### src/rtl/scs_pkg.sv
`default_nettype none
package scs_pkg;
  localparam logic [3:0] M_IDLE  = 4'd0;
  localparam logic [3:0] M_IDENT = 4'd1;
  localparam logic [3:0] M_NUM   = 4'd2;
  localparam logic [3:0] M_STR   = 4'd3;
  localparam logic [3:0] M_CHR1  = 4'd4;
  localparam logic [3:0] M_CHR2  = 4'd5;
  localparam logic [3:0] M_OP    = 4'd6;
  localparam logic [3:0] M_SKIP  = 4'd7;

  localparam logic [5:0] K_IDENT  = 6'd0;
  localparam logic [5:0] K_NUM    = 6'd1;
  localparam logic [5:0] K_ZERO   = 6'd2;
  localparam logic [5:0] K_CHAR   = 6'd3;
  localparam logic [5:0] K_STRING = 6'd4;
  localparam logic [5:0] K_KW0    = 6'd5;
  localparam logic [5:0] K_LT     = 6'd22;
  localparam logic [5:0] K_LE     = 6'd23;
  localparam logic [5:0] K_GT     = 6'd24;
  localparam logic [5:0] K_GE     = 6'd25;
  localparam logic [5:0] K_EQ     = 6'd26;
  localparam logic [5:0] K_NE     = 6'd27;
  localparam logic [5:0] K_ASSIGN = 6'd28;
  localparam logic [5:0] K_ERR_CH = 6'd37;
  localparam logic [5:0] K_ERR_SY = 6'd38;
  localparam logic [5:0] K_ERR_ST = 6'd39;
  localparam logic [5:0] K_NONE   = 6'd0;

  localparam logic [19:0] LINE_MAX = 20'hFFFFF;
  localparam logic [15:0] COL_MAX  = 16'hFFFF;

  // each keyword is a six-byte word, left-justified and space-padded, lengths apart
  localparam int NKW = 13;

  function automatic logic [7:0] kw_byte(input logic [3:0] k, input logic [2:0] i);
    logic [47:0] w;
    unique case (k)
      4'd0:  w = "const ";
      4'd1:  w = "int   ";
      4'd2:  w = "char  ";
      4'd3:  w = "void  ";
      4'd4:  w = "main  ";
      4'd5:  w = "if    ";
      4'd6:  w = "do    ";
      4'd7:  w = "else  ";
      4'd8:  w = "while ";
      4'd9:  w = "for   ";
      4'd10: w = "scanf ";
      4'd11: w = "printf";
      4'd12: w = "return";
      default: w = 48'd0;
    endcase
    kw_byte = w[47 - 8*i -: 8];
  endfunction

  function automatic logic [2:0] kw_len(input logic [3:0] k);
    unique case (k)
      4'd0, 4'd8, 4'd10: kw_len = 3'd5;
      4'd1, 4'd9:        kw_len = 3'd3;
      4'd5, 4'd6:        kw_len = 3'd2;
      4'd11, 4'd12:      kw_len = 3'd6;
      default:           kw_len = 3'd4;
    endcase
  endfunction

  function automatic logic [5:0] single_kind(input logic [7:0] c);
    case (c)
      "+": single_kind = 6'd18;
      "-": single_kind = 6'd19;
      "*": single_kind = 6'd20;
      "/": single_kind = 6'd21;
      ";": single_kind = 6'd29;
      ",": single_kind = 6'd30;
      "(": single_kind = 6'd31;
      ")": single_kind = 6'd32;
      "[": single_kind = 6'd33;
      "]": single_kind = 6'd34;
      "{": single_kind = 6'd35;
      "}": single_kind = 6'd36;
      default: single_kind = K_NONE;
    endcase
  endfunction

  function automatic logic is_alpha(input logic [7:0] c);
    is_alpha = (c >= "a" && c <= "z") || (c >= "A" && c <= "Z") || c == "_";
  endfunction

  function automatic logic is_digit(input logic [7:0] c);
    is_digit = c >= "0" && c <= "9";
  endfunction
endpackage
`default_nettype wire

### src/rtl/scs_ram.sv
`default_nettype none
module scs_ram #(
  parameter int WIDTH = 8,
  parameter int DEPTH = 32
) (
  input  wire logic                     clk,
  input  wire logic                     we,
  input  wire logic [$clog2(DEPTH)-1:0] waddr,
  input  wire logic [WIDTH-1:0]         wdata,
  input  wire logic [$clog2(DEPTH)-1:0] raddr,
  output logic      [WIDTH-1:0]         rdata
);
  logic [WIDTH-1:0] mem [DEPTH];

  // write port and registered read
  always_ff @(posedge clk) begin
    if (we) mem[waddr] <= wdata;
    rdata <= mem[raddr];
  end
endmodule
`default_nettype wire

### src/rtl/small_c_token_scanner_unit.sv
`default_nettype none
// channel | direction | ports
// in      | input     | in_valid, in_stall, in_ch, in_is_end
// out     | output    | out_valid, out_stall, out_token_kind .. out_last
//
// At a token end the buffered text characters are replayed from the text RAM,
// one result item per cycle while the output is not stalled; keywords are
// narrowed as the text is built. A two-character operator is sent as two
// items, the second from P_DBL, and a byte that ends a token or opens a skip
// is held and scanned afresh after the last result. Reset is synchronous on
// rst_n and needs no clearing pass. A stalled output holds its item and the
// input is stalled until the sequencer is free.
module small_c_token_scanner_unit
  import scs_pkg::*;
#(
  parameter int MAX_TEXT = 32
) (
  input  wire logic        clk,
  input  wire logic        rst_n,
  input  wire logic        in_valid,
  output logic             in_stall,
  input  wire logic [7:0]  in_ch,
  input  wire logic        in_is_end,
  output logic             out_valid,
  input  wire logic        out_stall,
  output logic [5:0]       out_token_kind,
  output logic [19:0]      out_line,
  output logic [15:0]      out_col,
  output logic [7:0]       out_text_char,
  output logic             out_has_char,
  output logic             out_overlong,
  output logic             out_last
);
  localparam int AW = $clog2(MAX_TEXT);
  localparam int LW = $clog2(MAX_TEXT + 1);

  localparam logic [1:0] P_IN   = 2'd0;
  localparam logic [1:0] P_PLAY = 2'd1;
  localparam logic [1:0] P_DBL  = 2'd2;

  typedef struct packed {
    logic [5:0] kind;
    logic [7:0] tc;
    logic       has;
    logic       ovf;
    logic       last;
  } item_t;

  logic [3:0]    mode_r, mode_nxt;
  logic [LW-1:0] len_r, len_nxt;
  logic          ovf_r, ovf_nxt;
  logic [7:0]    pop_r, pop_nxt;
  logic [19:0]   line_r, line_nxt;
  logic [15:0]   col_r, col_nxt;
  logic [12:0]   kwm_r, kwm_nxt;   // keyword still matches prefix
  logic [7:0]    first_r, first_nxt;

  logic [1:0]    ph_r, ph_nxt;
  logic [LW-1:0] pidx_r, pidx_nxt;
  logic [LW-1:0] plen_r, plen_nxt;
  logic [5:0]    pkind_r, pkind_nxt;
  logic          povf_r, povf_nxt;
  logic [7:0]    hold_ch_r, hold_ch_nxt;
  logic          hold_r, hold_nxt;  // a byte waits to be scanned afresh

  logic          ov_r, ov_nxt;
  item_t         oi_r, oi_nxt;
  logic [19:0]   oline_r, oline_nxt;
  logic [15:0]   ocol_r, ocol_nxt;

  logic          we;
  logic [AW-1:0] waddr, raddr;
  logic [7:0]    wdata, rdata;

  scs_ram #(.WIDTH(8), .DEPTH(MAX_TEXT)) u_text (
    .clk(clk), .we(we), .waddr(waddr), .wdata(wdata), .raddr(raddr), .rdata(rdata)
  );

  logic out_free;
  assign out_free = !ov_r || !out_stall;
  assign in_stall = !(ph_r == P_IN && !hold_r && out_free);

  assign out_valid      = ov_r;
  assign out_token_kind = oi_r.kind;
  assign out_line       = oline_r;
  assign out_col        = ocol_r;
  assign out_text_char  = oi_r.tc;
  assign out_has_char   = oi_r.has;
  assign out_overlong   = oi_r.ovf;
  assign out_last       = oi_r.last;

  function automatic logic [5:0] kw_kind(input logic [12:0] m, input logic [LW-1:0] l,
                                         input logic o);
    logic [5:0] k;
    k = K_IDENT;
    for (int i = NKW - 1; i >= 0; i--)
      if (m[i] && !o && l == LW'(kw_len(4'(i)))) k = K_KW0 + 6'(i);
    return k;
  endfunction

  always_comb begin
    logic [7:0]  c;
    logic        go, emit, sc, endp, pre;
    item_t       it;
    logic        col_i, line_i, app, clr, play;
    logic [5:0]  sk;

    mode_nxt = mode_r; len_nxt = len_r; ovf_nxt = ovf_r; pop_nxt = pop_r;
    line_nxt = line_r; col_nxt = col_r; kwm_nxt = kwm_r; first_nxt = first_r;
    ph_nxt = ph_r; pidx_nxt = pidx_r; plen_nxt = plen_r; pkind_nxt = pkind_r;
    povf_nxt = povf_r; hold_ch_nxt = hold_ch_r; hold_nxt = hold_r;
    ov_nxt = ov_r && out_stall; oi_nxt = oi_r; oline_nxt = oline_r; ocol_nxt = ocol_r;
    we = 1'b0; waddr = len_r[AW-1:0]; wdata = 8'd0; raddr = pidx_r[AW-1:0];
    emit = 1'b0; it = '0; col_i = 1'b0; line_i = 1'b0; app = 1'b0; clr = 1'b0;
    play = 1'b0; sc = 1'b0; endp = 1'b0; pre = 1'b0;
    c = hold_r ? hold_ch_r : in_ch;
    sk = single_kind(c);
    go = out_free && ph_r == P_IN && (hold_r || (in_valid && !in_stall));

    unique case (ph_r)
      // replay buffered text one item per cycle while the output is not stalled
      P_PLAY: begin
        if (out_free) begin
          emit = 1'b1;
          it = '{pkind_r, rdata, 1'b1, povf_r, pidx_r + 1'b1 == plen_r};
          pidx_nxt = pidx_r + 1'b1;
          raddr = pidx_nxt[AW-1:0];
          if (pidx_r + 1'b1 == plen_r) ph_nxt = P_IN;
        end else raddr = pidx_r[AW-1:0];
      end
      // second half of a two-character operator
      P_DBL: begin
        if (out_free) begin
          emit = 1'b1; it = '{pkind_r, "=", 1'b1, 1'b0, 1'b1}; ph_nxt = P_IN;
        end
      end
      default: begin
        if (go) begin
          hold_nxt = 1'b0;
          if (!hold_r && in_is_end) begin
            unique case (mode_r)
              M_IDENT, M_NUM: begin
                play = 1'b1;
                pkind_nxt = mode_r == M_IDENT ? kw_kind(kwm_r, len_r, ovf_r) : K_NUM;
              end
              M_STR: begin emit = 1'b1; it = '{K_ERR_ST, 8'd0, 1'b0, 1'b0, 1'b1}; end
              M_CHR1, M_CHR2: begin
                emit = 1'b1; it = '{K_ERR_CH, 8'd0, 1'b0, 1'b0, 1'b1};
              end
              M_OP: begin
                emit = 1'b1;
                if (pop_r == "!") it = '{K_ERR_SY, 8'd0, 1'b0, 1'b0, 1'b1};
                else it = '{pop_r == "<" ? K_LT : pop_r == ">" ? K_GT : K_ASSIGN,
                            pop_r, 1'b1, 1'b0, 1'b1};
              end
              default: ;
            endcase
            endp = 1'b1;
            mode_nxt = M_IDLE; pop_nxt = 8'd0;
          end else begin
            unique case (mode_r)
              M_IDENT, M_NUM: begin
                if (is_digit(c) || (mode_r == M_IDENT && is_alpha(c))) begin
                  app = 1'b1; col_i = 1'b1;
                end else begin
                  play = 1'b1;
                  pkind_nxt = mode_r == M_IDENT ? kw_kind(kwm_r, len_r, ovf_r) : K_NUM;
                  hold_nxt = 1'b1; hold_ch_nxt = c; mode_nxt = M_IDLE;
                end
              end
              M_STR: begin
                if (c == "\"") begin
                  col_i = 1'b1; mode_nxt = M_IDLE; pkind_nxt = K_STRING;
                  if (len_r == '0) begin
                    emit = 1'b1; it = '{K_STRING, 8'd0, 1'b0, ovf_r, 1'b1}; clr = 1'b1;
                  end else play = 1'b1;
                end else if (c == "\n") begin
                  // the error carries the position before the newline is counted
                  emit = 1'b1; it = '{K_ERR_ST, 8'd0, 1'b0, 1'b0, 1'b1}; pre = 1'b1;
                  clr = 1'b1; mode_nxt = M_IDLE; line_i = 1'b1;
                end else begin app = 1'b1; col_i = 1'b1; end
              end
              M_CHR1: begin
                if (is_alpha(c) || is_digit(c) || c == "+" || c == "-" ||
                    c == "*" || c == "/") begin
                  first_nxt = c; col_i = 1'b1; mode_nxt = M_CHR2;
                end else sc = 1'b1;
              end
              M_CHR2: begin
                if (c == "'") begin
                  col_i = 1'b1; emit = 1'b1; it = '{K_CHAR, first_r, 1'b1, 1'b0, 1'b1};
                  mode_nxt = M_IDLE;
                end else sc = 1'b1;
              end
              M_OP: begin
                if (pop_r == "!") begin
                  pop_nxt = 8'd0;
                  if (c == "=") begin
                    col_i = 1'b1; emit = 1'b1; it = '{K_NE, "!", 1'b1, 1'b0, 1'b0};
                    pkind_nxt = K_NE; ph_nxt = P_DBL; mode_nxt = M_IDLE;
                  end else begin
                    emit = 1'b1; it = '{K_ERR_SY, 8'd0, 1'b0, 1'b0, 1'b1};
                    mode_nxt = M_SKIP; hold_nxt = 1'b1; hold_ch_nxt = c;
                  end
                end else if (c == "=") begin
                  col_i = 1'b1; emit = 1'b1;
                  pkind_nxt = pop_r == "<" ? K_LE : pop_r == ">" ? K_GE : K_EQ;
                  it = '{pkind_nxt, pop_r, 1'b1, 1'b0, 1'b0};
                  ph_nxt = P_DBL; pop_nxt = 8'd0; mode_nxt = M_IDLE;
                end else begin
                  emit = 1'b1;
                  it = '{pop_r == "<" ? K_LT : pop_r == ">" ? K_GT : K_ASSIGN,
                         pop_r, 1'b1, 1'b0, 1'b1};
                  pop_nxt = 8'd0; mode_nxt = M_IDLE;
                  hold_nxt = 1'b1; hold_ch_nxt = c;
                end
              end
              M_SKIP: begin
                if (c == ";") begin
                  mode_nxt = M_IDLE; hold_nxt = 1'b1; hold_ch_nxt = c;
                end else if (c == "\n") line_i = 1'b1;
                else col_i = 1'b1;
              end
              default: begin
                if (c == " " || c == "\t" || c == "\r") col_i = 1'b1;
                else if (c == "\n") line_i = 1'b1;
                else if (is_alpha(c) || (c >= "1" && c <= "9")) begin
                  clr = 1'b1; app = 1'b1; col_i = 1'b1;
                  mode_nxt = is_alpha(c) ? M_IDENT : M_NUM;
                end else if (c == "0") begin
                  col_i = 1'b1; emit = 1'b1; it = '{K_ZERO, "0", 1'b1, 1'b0, 1'b1};
                end else if (c == "\"") begin
                  col_i = 1'b1; clr = 1'b1; mode_nxt = M_STR;
                end else if (c == "'") begin
                  col_i = 1'b1; mode_nxt = M_CHR1;
                end else if (sk != K_NONE) begin
                  col_i = 1'b1; emit = 1'b1; it = '{sk, c, 1'b1, 1'b0, 1'b1};
                end else if (c == "<" || c == ">" || c == "=" || c == "!") begin
                  col_i = 1'b1; pop_nxt = c; mode_nxt = M_OP;
                end else begin
                  col_i = 1'b1; emit = 1'b1; it = '{K_ERR_SY, 8'd0, 1'b0, 1'b0, 1'b1};
                  mode_nxt = M_SKIP;
                end
              end
            endcase
            // bad char literal: error now, byte goes to the skip scan
            if (sc) begin
              emit = 1'b1; it = '{K_ERR_CH, 8'd0, 1'b0, 1'b0, 1'b1};
              mode_nxt = M_SKIP; hold_nxt = 1'b1; hold_ch_nxt = c;
            end
          end

          // column and line counters advance before the token is shown
          if (col_i && col_r != COL_MAX) col_nxt = col_r + 1'b1;
          if (line_i) begin
            if (line_r != LINE_MAX) line_nxt = line_r + 1'b1;
            col_nxt = 16'd0;
          end

          // start the replay: the first RAM word is read this cycle
          if (play) begin
            ph_nxt = P_PLAY; pidx_nxt = '0; plen_nxt = len_r; povf_nxt = ovf_r;
            raddr = '0;
            clr = 1'b1;
            if (len_r == '0) begin
              ph_nxt = P_IN; emit = 1'b1; it = '{pkind_nxt, 8'd0, 1'b0, ovf_r, 1'b1};
            end
          end
          if (endp) clr = 1'b1;

          if (clr) begin len_nxt = '0; ovf_nxt = 1'b0; kwm_nxt = '1; end
          // append to the text RAM and narrow the keyword candidates
          if (app) begin
            if ((clr ? '0 : len_r) < LW'(MAX_TEXT)) begin
              we = 1'b1; waddr = clr ? '0 : len_r[AW-1:0]; wdata = c;
              len_nxt = (clr ? '0 : len_r) + 1'b1;
              for (int i = 0; i < NKW; i++)
                if ((clr ? '0 : len_r) >= LW'(6) ||
                    kw_byte(4'(i), 3'((clr ? '0 : len_r))) != c)
                  kwm_nxt[i] = 1'b0;
            end else ovf_nxt = 1'b1;
          end
        end
      end
    endcase

    if (emit) begin
      ov_nxt = 1'b1; oi_nxt = it; oline_nxt = line_nxt; ocol_nxt = col_nxt;
      if (ph_r != P_IN || pre) begin oline_nxt = line_r; ocol_nxt = col_r; end
    end
  end

  always_ff @(posedge clk) begin
    if (!rst_n) begin
      mode_r <= M_IDLE; len_r <= '0; ovf_r <= 1'b0; pop_r <= 8'd0;
      line_r <= 20'd1; col_r <= 16'd0; kwm_r <= '1; ph_r <= P_IN;
      hold_r <= 1'b0; ov_r <= 1'b0;
    end else begin
      mode_r <= mode_nxt; len_r <= len_nxt; ovf_r <= ovf_nxt; pop_r <= pop_nxt;
      line_r <= line_nxt; col_r <= col_nxt; kwm_r <= kwm_nxt; ph_r <= ph_nxt;
      hold_r <= hold_nxt; ov_r <= ov_nxt;
    end
  end

  // payload registers
  always_ff @(posedge clk) begin
    first_r <= first_nxt; pidx_r <= pidx_nxt; plen_r <= plen_nxt;
    pkind_r <= pkind_nxt; povf_r <= povf_nxt; hold_ch_r <= hold_ch_nxt;
    oi_r <= oi_nxt; oline_r <= oline_nxt; ocol_r <= ocol_nxt;
  end

`ifndef ASSERT_OFF
  a_len: assert property (@(posedge clk) disable iff (!rst_n) len_r <= LW'(MAX_TEXT))
    else $error("text length beyond buffer");
  a_play_stall: assert property (@(posedge clk) disable iff (!rst_n)
    ph_r != P_IN |-> in_stall) else $error("input taken during replay");
  a_hold: assert property (@(posedge clk) disable iff (!rst_n)
    (out_valid && out_stall) |=> out_valid && $stable(oi_r))
    else $error("stalled item changed");
`endif
endmodule
`default_nettype wire
### config.mk
export PLATFORM = sky130hd
export DESIGN_NAME = small_c_token_scanner_unit
export DESIGN_NICKNAME = d
export VERILOG_FILES = /design/src/rtl/scs_pkg.sv /design/src/rtl/scs_ram.sv /design/src/rtl/small_c_token_scanner_unit.sv
export SDC_FILE = /design/constraint.sdc
export NUM_CORES = 1
export LEC_CHECK = 0
export BUFFER_PORTS_ARGS = -buffer_cell sky130_fd_sc_hd__buf_2
export CORE_UTILIZATION = 30
export DETAILED_ROUTE_END_ITERATION = 16
export PLACE_DENSITY = 0.44
export SYNTH_ARGS = -nofsm -noshare
export SYNTH_HDL_FRONTEND = slang
export SYNTH_SLANG_ARGS = --single-unit
### constraint.sdc
create_clock -name clk -period 9.9 [get_ports clk]
set_input_delay 0.495 -clock clk [delete_from_list [all_inputs] [get_ports clk]]
set_output_delay 0.495 -clock clk [all_outputs]
set_load 0.02 [all_outputs]
==> results.py, run 1 <==
metrics = {
    "critical_path": {
        "crit_buf_inv": 3,
        "endpoint_kind": "flop",
        "start_kind": "flop",
        "crit_path_max_fanout": 41,
        "critPathSlowestCell": "mux2i_4",
        "cp_cell_sequence": "buf_4 > mux2i_4 > o211ai_2 > nor3_2 > or3_4 > a311o_1 > and3_1 > nand2_1 > inv_1 > ha_1 > clkinv_1 > xnor2_1 > nand2b_1 > a31oi_1 > o211ai_1 > nor2_1 > o211ai_1 > a21oi_1",
        "criticalPathCategory": "reg2reg",
        "cp_common_cell": "o211ai_1",
        "worstPathArrival_ns": 7.13,
        "max_stage_delay_ns": 0.72,
        "ff2ff_setup_slack_ns": 3.30,
        "required_ns": 10.43,
        "cp_top_family": "simple AND/OR/NAND/NOR gates",
    },
    "timing": {
        "worstMarginPinSlew_ns": 1.30,
        "setup_viol": 0,
        "post-route-period-util": 0.666,
        "skew_ns": 0.0270,
        "final.setup.worst_slack_ns": 3.30,
        "hold_slack_ns": 0.280,
        "min_period_ns": 6.60,
        "grt_setup_unrepaired": "false",
        "finalSetupTns_ns": 0,
        "slew_viol_final": 0,
        "final_hold_viol_count": 0,
        "fmax_ghz": 0.152,
        "maxSlewHeadroom": 0.131,
    },
    "die": {
        "initial_core_util": 0.305,
        "core_mm2": 0.0689,
        "die_h_um": 267,
        "rows": 96,
        "die_area_mm2": 0.0712,
        "die_w_um": 267,
        "ios": 68,
    },
    "routing": {
        "wirelength_mm": 70.8,
        "dr.pass1.iters": 6,
        "vias_per_cell": 5.43,
        "first_iter_violations": 1560,
        "vias": 16600,
        "ant_nets": 0,
        "drc": 0,
        "wire_per_inst_um": 23.1,
    },
    "placement": {
        "portBuffers": 67,
        "dp_hpwl_mm": 47.8,
        "gp_congestion": 0.942,
        "dp_cells": 2967,
        "dp_worst_setup_slack_ns": 3.49,
        "place_area_mm2": 0.0224,
    },
    "power": {
        "peakVddDrop_v": 0.000125,
        "switching_share": 0.377,
        "comb_power_share": 0.327,
        "power.density_mw_per_mm2": 259,
        "totalPowerFinal_mw": 6.22,
        "seqPwrFrac": 0.375,
        "clkPwrFrac": 0.298,
        "internal_power_mw": 3.88,
        "power.switching_mw": 2.35,
        "power.leakage_nw": 8.20,
    },
    "global_routing": {
        "grt_max_degree": 67,
        "use_met2": 0.318,
        "grt_pass1_vias": 15800,
        "grt_pass1_wl_mm": 105,
        "busiest_layer": "met2",
        "antenna_found_initial": 0,
        "met1_usage": 0.276,
        "use_met3": 0.0259,
        "grt.overflow.total": 0,
        "track_usage": 0.197,
    },
    "cts": {
        "clock_sinks": 423,
        "cts_htree_levels": 2,
        "cts_buffers": 49,
        "cts_resized": 0,
        "clk_pin_slew_ns": 0.06,
        "cts_tree": "yes",
        "cts_hold_buf": 0,
        "clkLatencyLatePin_ns": 0.60,
        "post_cts_buffers": 0,
        "clockBufferDepth": 3,
        "root_buffer": "clkbuf_16",
    },
    "final_layout": {
        "final_core_util": 0.349,
        "nNetsFinal": 2113,
        "syn2layout_area_growth_pct": 14.3,
        "drive_above_1_share": 0.119,
        "final_cells": 3060,
        "fin_area_mm2": 0.0240,
        "nFillCells": 6975,
    },
    "yosys": {
        "syn_avg_cell_area_um2": 10.3,
        "synth_fa_ha_area_frac": 0.00809,
        "ys_ff_latch": 423,
        "yosysMostFrequentCell": "nand2_1",
        "yosys.area.top_type": "edfxtp_1",
        "yosys.area_share.simple": 0.190,
        "synth_common_cells": "nand2_1, edfxtp_1, nor2_1",
        "async_flop_share": 0,
        "yosys_warnings": 0,
        "synth-compound-area-share": 0.153,
        "synthCells": 2050,
        "synth_area_mm2": 0.0210,
        "seq_area_frac_synth": 0.566,
        "syn_nets": 2076,
        "synthMuxAreaShare": 0.0220,
        "synth.top_cell.area_share": 0.491,
        "synth_xor_xnor_area_share": 0.0300,
        "synth_ff_type": "edfxtp_1",
        "synth_top_family_by_area": "simple AND/OR/NAND/NOR gates",
        "yosys-top-cells-area": "edfxtp_1, dfxtp_1, nand2_1, nor2_1, a21oi_1",
        "synth_edf_count": 344,
        "yosysUniqueCellTypes": 99,
    },
    "run_status": {
        "status": "completed",
    },
    "hold_path": {
        "hold_path.class": "in2reg",
    },
    "job": {
        "cap_violations": 0,
    },
}
## layout by cell type, fill, tap and decap left out, drive strengths merged, types with 6 or more instances in the layout
| cell | netlist | layout |
|---|---|---|
| nor3 | 61 | 61 |
| edfxtp | 344 | 344 |
| a22oi | 20 | 20 |
| nor2b | 13 | 13 |
| inv | 37 | 40 |
| or4 | 7 | 7 |
| nor2 | 178 | 178 |
| nand3b | 9 | 9 |
| or3 | 18 | 18 |
| o221ai | 7 | 7 |
| and2 | 7 | 7 |
| a311oi | 19 | 19 |
| ha | 12 | 12 |
| xnor2 | 46 | 46 |
| nor3b | 9 | 9 |
| clkinv | 2 | 20 |
| or2 | 8 | 8 |
| nor4 | 12 | 12 |
| a31oi | 35 | 35 |
| o32a | 8 | 8 |
| buf | 41 | 107 |
| o21a | 9 | 9 |
| o21ai | 99 | 99 |
| o22ai | 13 | 13 |
| a21oi | 131 | 131 |
| nand3 | 98 | 98 |
| dfxtp | 79 | 79 |
| nand2 | 350 | 350 |
| a22o | 7 | 7 |
| a32oi | 11 | 11 |
| xor2 | 26 | 26 |
| a211oi | 13 | 13 |
| and3 | 33 | 33 |
| nand2b | 18 | 18 |
| o31ai | 19 | 19 |
| clkbuf | 80 | 62 |
| nand4 | 28 | 28 |
| mux2i | 38 | 38 |
| bufinv | 0 | 6 |
| o211ai | 21 | 21 |
## power groups by stage
stage	clock network, mW	registers [mW]	logic (mW)
finish	1.85	2.33	2.04
CTS	1.89	2.34	2.04
detailed placement	0	2.37	2.03
global route	1.96	2.35	2.18
global placement	0	2.37	2.05
floorplan	0	2.47	1.14
## path summary, 6_finish.rpt
check,startpoint,endpoint,cells after the start
setup / recovery,hold_r,kwm_r[10],18
hold reg to reg,ph_r[1],ph_r[1],2
hold / removal,rst_n,line_r[0],2
setup reg to reg,hold_r,kwm_r[10],18
## registers in the layout, indices dropped and copies added (netlist names), 13 cells and up
signal,flops
u_text.mem,256
line_r,20
out_line,20
col_r,16
out_col,16
kwm_r,13
## kinds of logic after synthesis
group / Yosys count
multiplexers: 42
AND/OR/NAND/NOR: 865
adder cells (fa/ha/maj): 13
AO/OA/AOI/OAI: 475
XOR/XNOR: 72
buffers and inverters: 160
flip-flops: 423
## cell type report
type	instances	area [µm²]	area share
Tap cell	931	1160	0.0485
Sequential cell	423	11900	0.496
Timing Repair Buffer	107	636	0.0265
Clock buffer	62	1310	0.0543
Clock inverter	30	328	0.0136
Antenna cell	1	2.50	0.000104
Inverter	39	148	0.00614
Multi-Input combinational cell	1467	8530	0.355
## layer usage
layer / share of wire / routed length [µm]
met5: 0 / 0
met2: 0.47 / 33200
met3: 0.055 / 3890
met1: 0.45 / 32200
met4: 0.022 / 1580
No activity file was read; power rests on OpenSTA's default activity.
==> run 2, diff against run 1 <==
Settings changed: PLACE_DENSITY 0.44 to 0.46.
Clock period 9.9 ns to 5.45 ns, I/O delays scaled along.
==> run 2 against run 1 <==
Compared with the run above: sequential power increased by 82%; critical path type unchanged; register-to-register slack got worse by 2.9 ns; clock skew increased by 0.018 ns; sequential share of layout area decreased by 0.64 points; combinational power increased by 87%; critical path depth decreased by 6; via count increased by 1.1%; count of clock-buffer cells in the layout increased by 5; final cell count increased by 1.5%; die area unchanged.
==> results.py, run 2 (synthesis gave the netlist of run 1 again) <==
metrics = {
    "final_layout": {
        "syn2layout_area_growth_pct": 15.7,
        "regMostFlops": "u_text.mem",
        "most-common-layout-cells": "nand2_1, edfxtp_1, nor2_1",
        "final_cells": 3106,
        "drive_above_1_share": 0.137,
        "nNetsFinal": 2162,
        "nFillCells": 6960,
        "layout_commonest_cell": "nand2_1",
        "fin_area_mm2": 0.0243,
        "largest_register_ffs": 256,
        "antennaDiodeCount": 0,
    },
    "power": {
        "seqPwrFrac": 0.375,
        "peakVddDrop_v": 0.000226,
        "comb_power_share": 0.338,
        "clkPwrFrac": 0.287,
        "internal_power_mw": 7.02,
        "power.density_mw_per_mm2": 463,
        "switching_share": 0.377,
        "power.switching_mw": 4.25,
        "power.leakage_nw": 8.41,
    },
    "critical_path": {
        "rr_endpoint": "u_text.mem[25][2]",
        "worstSetupEndpoint": "u_text.mem[25][2]",
        "ff2ff_setup_slack_ns": 0.39,
        "critPathSlowestCell": "nor2_1",
        "r2r-start": "hold_r",
        "cp-startpoint": "hold_r",
        "max_stage_delay_ns": 0.71,
        "endpoint_kind": "flop",
        "start_kind": "flop",
        "criticalPathCategory": "reg2reg",
        "cp_common_cell": "buf_4",
        "required_ns": 5.66,
        "rr_worst_depth": 12,
        "cp_cell_sequence": "buf_4 > mux2i_2 > nor3_1 > a311oi_2 > o21ai_2 > buf_4 > a311oi_4 > or4_1 > or4b_1 > a31oi_4 > nand2_1 > nor2_1",
        "worstPathArrival_ns": 5.27,
        "crit_path_max_fanout": 23,
    },
    "timing": {
        "skew_ns": 0.0447,
        "maxSlewHeadroom": 0.0896,
        "worstMarginPinSlew_ns": 1.37,
        "min_period_ns": 5.06,
        "slew_viol_final": 0,
        "fmax_ghz": 0.198,
        "finalSetupTns_ns": 0,
        "post-route-period-util": 0.928,
        "final_hold_viol_count": 0,
        "setup_viol": 0,
        "grt_setup_unrepaired": "false",
    },
    "job": {
        "cap_violations": 0,
    },
    "run_status": {
        "status": "completed",
    },
    "cts": {
        "post_cts_buffers": 0,
        "clockBufferDepth": 3,
        "clkLatencyLatePin_ns": 0.61,
        "cts_buffers": 49,
        "cts_resized": 0,
        "root_buffer": "clkbuf_16",
        "cts_tree": "yes",
        "clk_pin_slew_ns": 0.06,
        "clock_sinks": 423,
        "cts_hold_buf": 0,
        "cts_htree_levels": 2,
    },
    "routing": {
        "dr.pass1.iters": 7,
        "vias_per_cell": 5.41,
        "wirelength_mm": 71.3,
        "first_iter_violations": 1450,
        "ant_nets": 0,
        "wire_per_inst_um": 23.0,
        "drc": 0,
        "vias": 16800,
    },
    "placement": {
        "gp_congestion": 0.906,
        "dp_hpwl_mm": 49.2,
        "place_area_mm2": 0.0228,
        "portBuffers": 67,
        "dp_cells": 3016,
    },
    "die": {
        "core_mm2": 0.0689,
        "die_w_um": 267,
        "rows": 96,
        "ios": 68,
        "die_h_um": 267,
        "die_area_mm2": 0.0712,
        "initial_core_util": 0.305,
    },
    "global_routing": {
        "track_usage": 0.198,
        "grt_pass1_wl_mm": 106,
        "grt.overflow.total": 0,
        "antenna_found_initial": 0,
        "grt_max_degree": 83,
        "grt_pass1_vias": 16200,
    },
    "hold_path": {
        "hold_path.class": "in2reg",
    },
}
run 2: changes by cell type in the layout (fill, tap and decap cells not counted):
| cell | previous run | this run |
|---|---|---|
| buf_12 | 0 | 2 |
| clkbuf_16 | 49 | 50 |
| clkbuf_8 | 3 | 4 |
| clkbuf_1 | 10 | 13 |
| clkinvlp_4 | 3 | 2 |
| inv_16 | 1 | 0 |
| buf_4 | 40 | 87 |
| bufinv_16 | 6 | 3 |
| diode_2 | 1 | 0 |
| inv_4 | 0 | 1 |
| clkinv_2 | 13 | 10 |
run 2: per-layer routing:
metal / vias up / part of all wire / GRT usage
met1: 8276 / 0.45 / 0.276
met3: 127 / 0.064 / 0.0331
met4: 0 / 0.029 / 0.0609
met5: - / 0 / 0
li1: 7800 / - / -
met2: 585 / 0.46 / 0.312
run 2: worst max-delay path, delay by kind of cell (launching register included):
| family | cells | cell delay, ns |
|---|---|---|
| buffers and inverters | 2 | 0.49 |
| flip-flops | 1 | 0.62 |
| AND/OR/NAND/NOR | 5 | 1.96 |
| multiplexers | 1 | 0.42 |
| AO/OA/AOI/OAI | 4 | 1.16 |
run 2: metrics by stage:
step           total power [mW]  utilization  setup WS [ns]  hold slack (ns)
2_1_floorplan              6.55            -          0.926            0.429
3_5_place_dp               8.09        0.330          0.444            0.478
4_1_cts                    11.4        0.353          0.395           0.0342
6_report                   11.3        0.353          0.392           0.0671
3_3_place_gp               8.11        0.330          0.539            0.463
5_1_grt                    11.8        0.353         0.0197           0.0627
run 2: cell type report:
| class | instances | area (µm²) | area share |
|---|---|---|---|
| Clock buffer | 67 | 1360 | 0.0557 |
| Clock inverter | 23 | 201 | 0.00828 |
| Inverter | 39 | 148 | 0.00607 |
| Multi-Input combinational cell | 1467 | 8530 | 0.351 |
| Sequential cell | 423 | 11900 | 0.489 |
| Tap cell | 931 | 1160 | 0.0479 |
| Timing Repair Buffer | 156 | 1030 | 0.0423 |
run 2: power by group through the flow:
stage	logic [mW]	registers (mW)	clock network (mW)
2_1_floorplan	2.06	4.49	0
3_3_place_gp	3.80	4.31	0
3_5_place_dp	3.79	4.30	0
4_1_cts	3.80	4.24	3.31
5_1_grt	4.08	4.27	3.43
6_report	3.81	4.23	3.23
run 2: worst min-delay path by stage:
stage	to	slack [ns]	cells after the start	from
detailed placement	pop_r[4]	0.48	2	pop_r[4]
CTS	line_r[0]	0.03	2	rst_n
global placement	ph_r[1]	0.46	2	ph_r[1]
global route	line_r[0]	0.06	2	rst_n
finish	line_r[0]	0.07	2	rst_n
floorplan	plen_r[1]	0.43	0	len_r[1]
==> run 3, diff against run 2 <==
--- a/config.mk
+++ b/config.mk
@@ -7,7 +7,7 @@
 export LEC_CHECK = 0
 export BUFFER_PORTS_ARGS = -buffer_cell sky130_fd_sc_hd__buf_2
-export CORE_UTILIZATION = 30
+export CORE_UTILIZATION = 25
 export DETAILED_ROUTE_END_ITERATION = 16
-export PLACE_DENSITY = 0.46
+export PLACE_DENSITY = 0.4
 export SYNTH_ARGS = -nofsm -noshare
 export SYNTH_HDL_FRONTEND = slang
==> constraint.sdc (replaced) <==
create_clock -name clk -period 5.45 [get_ports clk]
set_input_delay 0.2725 -clock clk [delete_from_list [all_inputs] [get_ports clk]]
set_output_delay 0.2725 -clock clk [all_outputs]
set_load 0.005 [all_outputs]
==> run 3 against run 2 <==
Compared with the run above: cell area grew 1.4%; power fell by 0.60%; count of clock-buffer cells in the layout is 5 higher; clock power increased by 2%; register-to-register slack is essentially flat; global-route usage decreased by 2.3 points; final cell count increased by 5.1%; maximum frequency about the same; highest routed layer unchanged; flip-flop and latch count unchanged; first-iteration DRC count decreased by 13%.
==> results.py, run 3 (synthesis gave the netlist of run 1 again) <==
metrics = {
    "global_routing": {
        "busiest_layer": "met2",
        "grt.overflow.total": 0,
        "antenna_found_initial": 2,
        "use_met2": 0.284,
        "grt_pass1_wl_mm": 112,
        "track_usage": 0.174,
        "use_met3": 0.0206,
        "met1_usage": 0.244,
        "grt_pass1_vias": 16700,
        "grt_max_degree": 66,
    },
    "routing": {
        "first_iter_violations": 1266,
        "vias_per_cell": 5.18,
        "drc": 0,
        "vias": 16900,
        "ant_nets": 0,
        "wirelength_mm": 75.4,
        "dr.pass1.iters": 5,
        "wire_per_inst_um": 23.1,
    },
    "power": {
        "power.leakage_nw": 8.52,
        "power.density_mw_per_mm2": 454,
        "peakVddDrop_v": 0.000225,
        "totalPowerFinal_mw": 11.2,
    },
    "die": {
        "die_area_mm2": 0.0853,
        "core_mm2": 0.0826,
        "ios": 68,
        "initial_core_util": 0.254,
        "die_h_um": 292,
        "die_w_um": 292,
        "rows": 105,
    },
    "cts": {
        "clk_pin_slew_ns": 0.06,
        "cts_resized": 0,
        "clkLatencyLatePin_ns": 0.61,
        "cts_tree": "yes",
        "clockBufferDepth": 3,
        "cts_hold_buf": 0,
        "cts_htree_levels": 2,
        "cts_buffers": 51,
        "root_buffer": "clkbuf_16",
        "post_cts_buffers": 0,
        "clock_sinks": 423,
    },
    "critical_path": {
        "required_ns": 5.96,
        "rr_worst_depth": 16,
        "endpoint_kind": "flop",
        "worstPathArrival_ns": 5.57,
        "r2r-start": "hold_r",
        "crit_path_max_fanout": 25,
        "start_kind": "flop",
        "ff2ff_setup_slack_ns": 0.39,
        "criticalPathCategory": "reg2reg",
        "rr_endpoint": "kwm_r[1]",
    },
    "final_layout": {
        "fin_area_mm2": 0.0247,
        "regMostFlops": "u_text.mem",
        "antennaDiodeCount": 0,
        "drive_above_1_share": 0.141,
        "layout_commonest_cell": "nand2_1",
        "nNetsFinal": 2183,
        "largest_register_ffs": 256,
        "final_cells": 3264,
        "syn2layout_area_growth_pct": 17.4,
        "most-common-layout-cells": "nand2_1, edfxtp_1, nor2_1",
    },
    "hold_path": {
        "hold_end": "line_r[0]",
        "hold_start": "rst_n",
        "hold_depth": 3,
        "hold_path.class": "in2reg",
    },
    "placement": {
        "portBuffers": 67,
        "dp_hpwl_mm": 52.2,
        "place_area_mm2": 0.0231,
        "dp_cells": 3174,
        "gp_congestion": 0.938,
    },
    "timing": {
        "min_period_ns": 5.06,
        "fmax_ghz": 0.198,
        "grt_setup_unrepaired": "false",
        "skew_ns": 0.0426,
        "slew_viol_final": 0,
        "worstMarginPinSlew_ns": 1.22,
        "finalSetupTns_ns": 0,
        "maxSlewHeadroom": 0.181,
        "setup_viol": 0,
        "final_hold_viol_count": 0,
        "post-route-period-util": 0.929,
    },
    "job": {
        "cap_violations": 0,
    },
    "run_status": {
        "status": "completed",
    },
}
run 3: cell count changes in the layout (fill, tap and decap cells not counted), sizes merged:
cell,before,now
clkbuf,67,72
buf,156,175
clkinvlp,2,0
inv,40,39
clkinv,17,15
run 3: routing by layer:
layer / part of all wire / wire length (µm) / vias up
met5: 0 / 0 / -
met4: 0.023 / 1700 / 0
met3: 0.046 / 3430 / 113
met2: 0.47 / 35200 / 510
met1: 0.46 / 35000 / 8449
li1: - / - / 7844
run 3: where the power goes:
part           internal [mW]  switching [mW]
Combinational           1.12            2.54
Sequential              4.02           0.241
Clock                   1.91            1.38
Total                   7.05            4.16
run 3: through the flow:
stage	util	worst slack, ns	hold slack [ns]
detailed placement	0.280	0.483	0.482
global placement	0.280	0.593	0.467
CTS	0.299	0.419	0.0683
finish	0.299	0.388	0.114
global route	0.299	0.127	0.109
floorplan	-	0.926	0.429
run 3: critical path, stage by stage (launching register included):
cell      delay, ns
dfxtp_2        0.68
mux2i_4        0.55
nor2_1         0.18
a311oi_2       0.42
o211ai_1       0.32
a21oi_4        0.21
and3_1         0.29
nand2_1        0.19
ha_1           0.35
inv_1          0.19
nand2_1        0.15
nor2_1         0.19
nand4_2        0.27
nor2_1         0.17
a221oi_1       0.09
or4_1          0.57
o22ai_1        0.13
run 3: layout make-up:
class | instances | area [µm²]
Tap cell | 1070 | 1340
Multi-Input combinational cell | 1467 | 8530
Inverter | 39 | 148
Fill cell | 8542 | 58000
Timing Repair Buffer | 175 | 1180
Clock inverter | 18 | 184
Clock buffer | 72 | 1390
Sequential cell | 423 | 11900
run 3: worst max-delay path by stage:
stage | from | endpoint | slack, ns
after detailed placement | hold_r | kwm_r[1] | 0.48
after global placement | hold_r | kwm_r[1] | 0.59
after floorplan | hold_r | kwm_r[2] | 0.93
after CTS | hold_r | kwm_r[1] | 0.42
final | hold_r | kwm_r[1] | 0.39
after global routing | hold_r | kwm_r[10] | 0.13
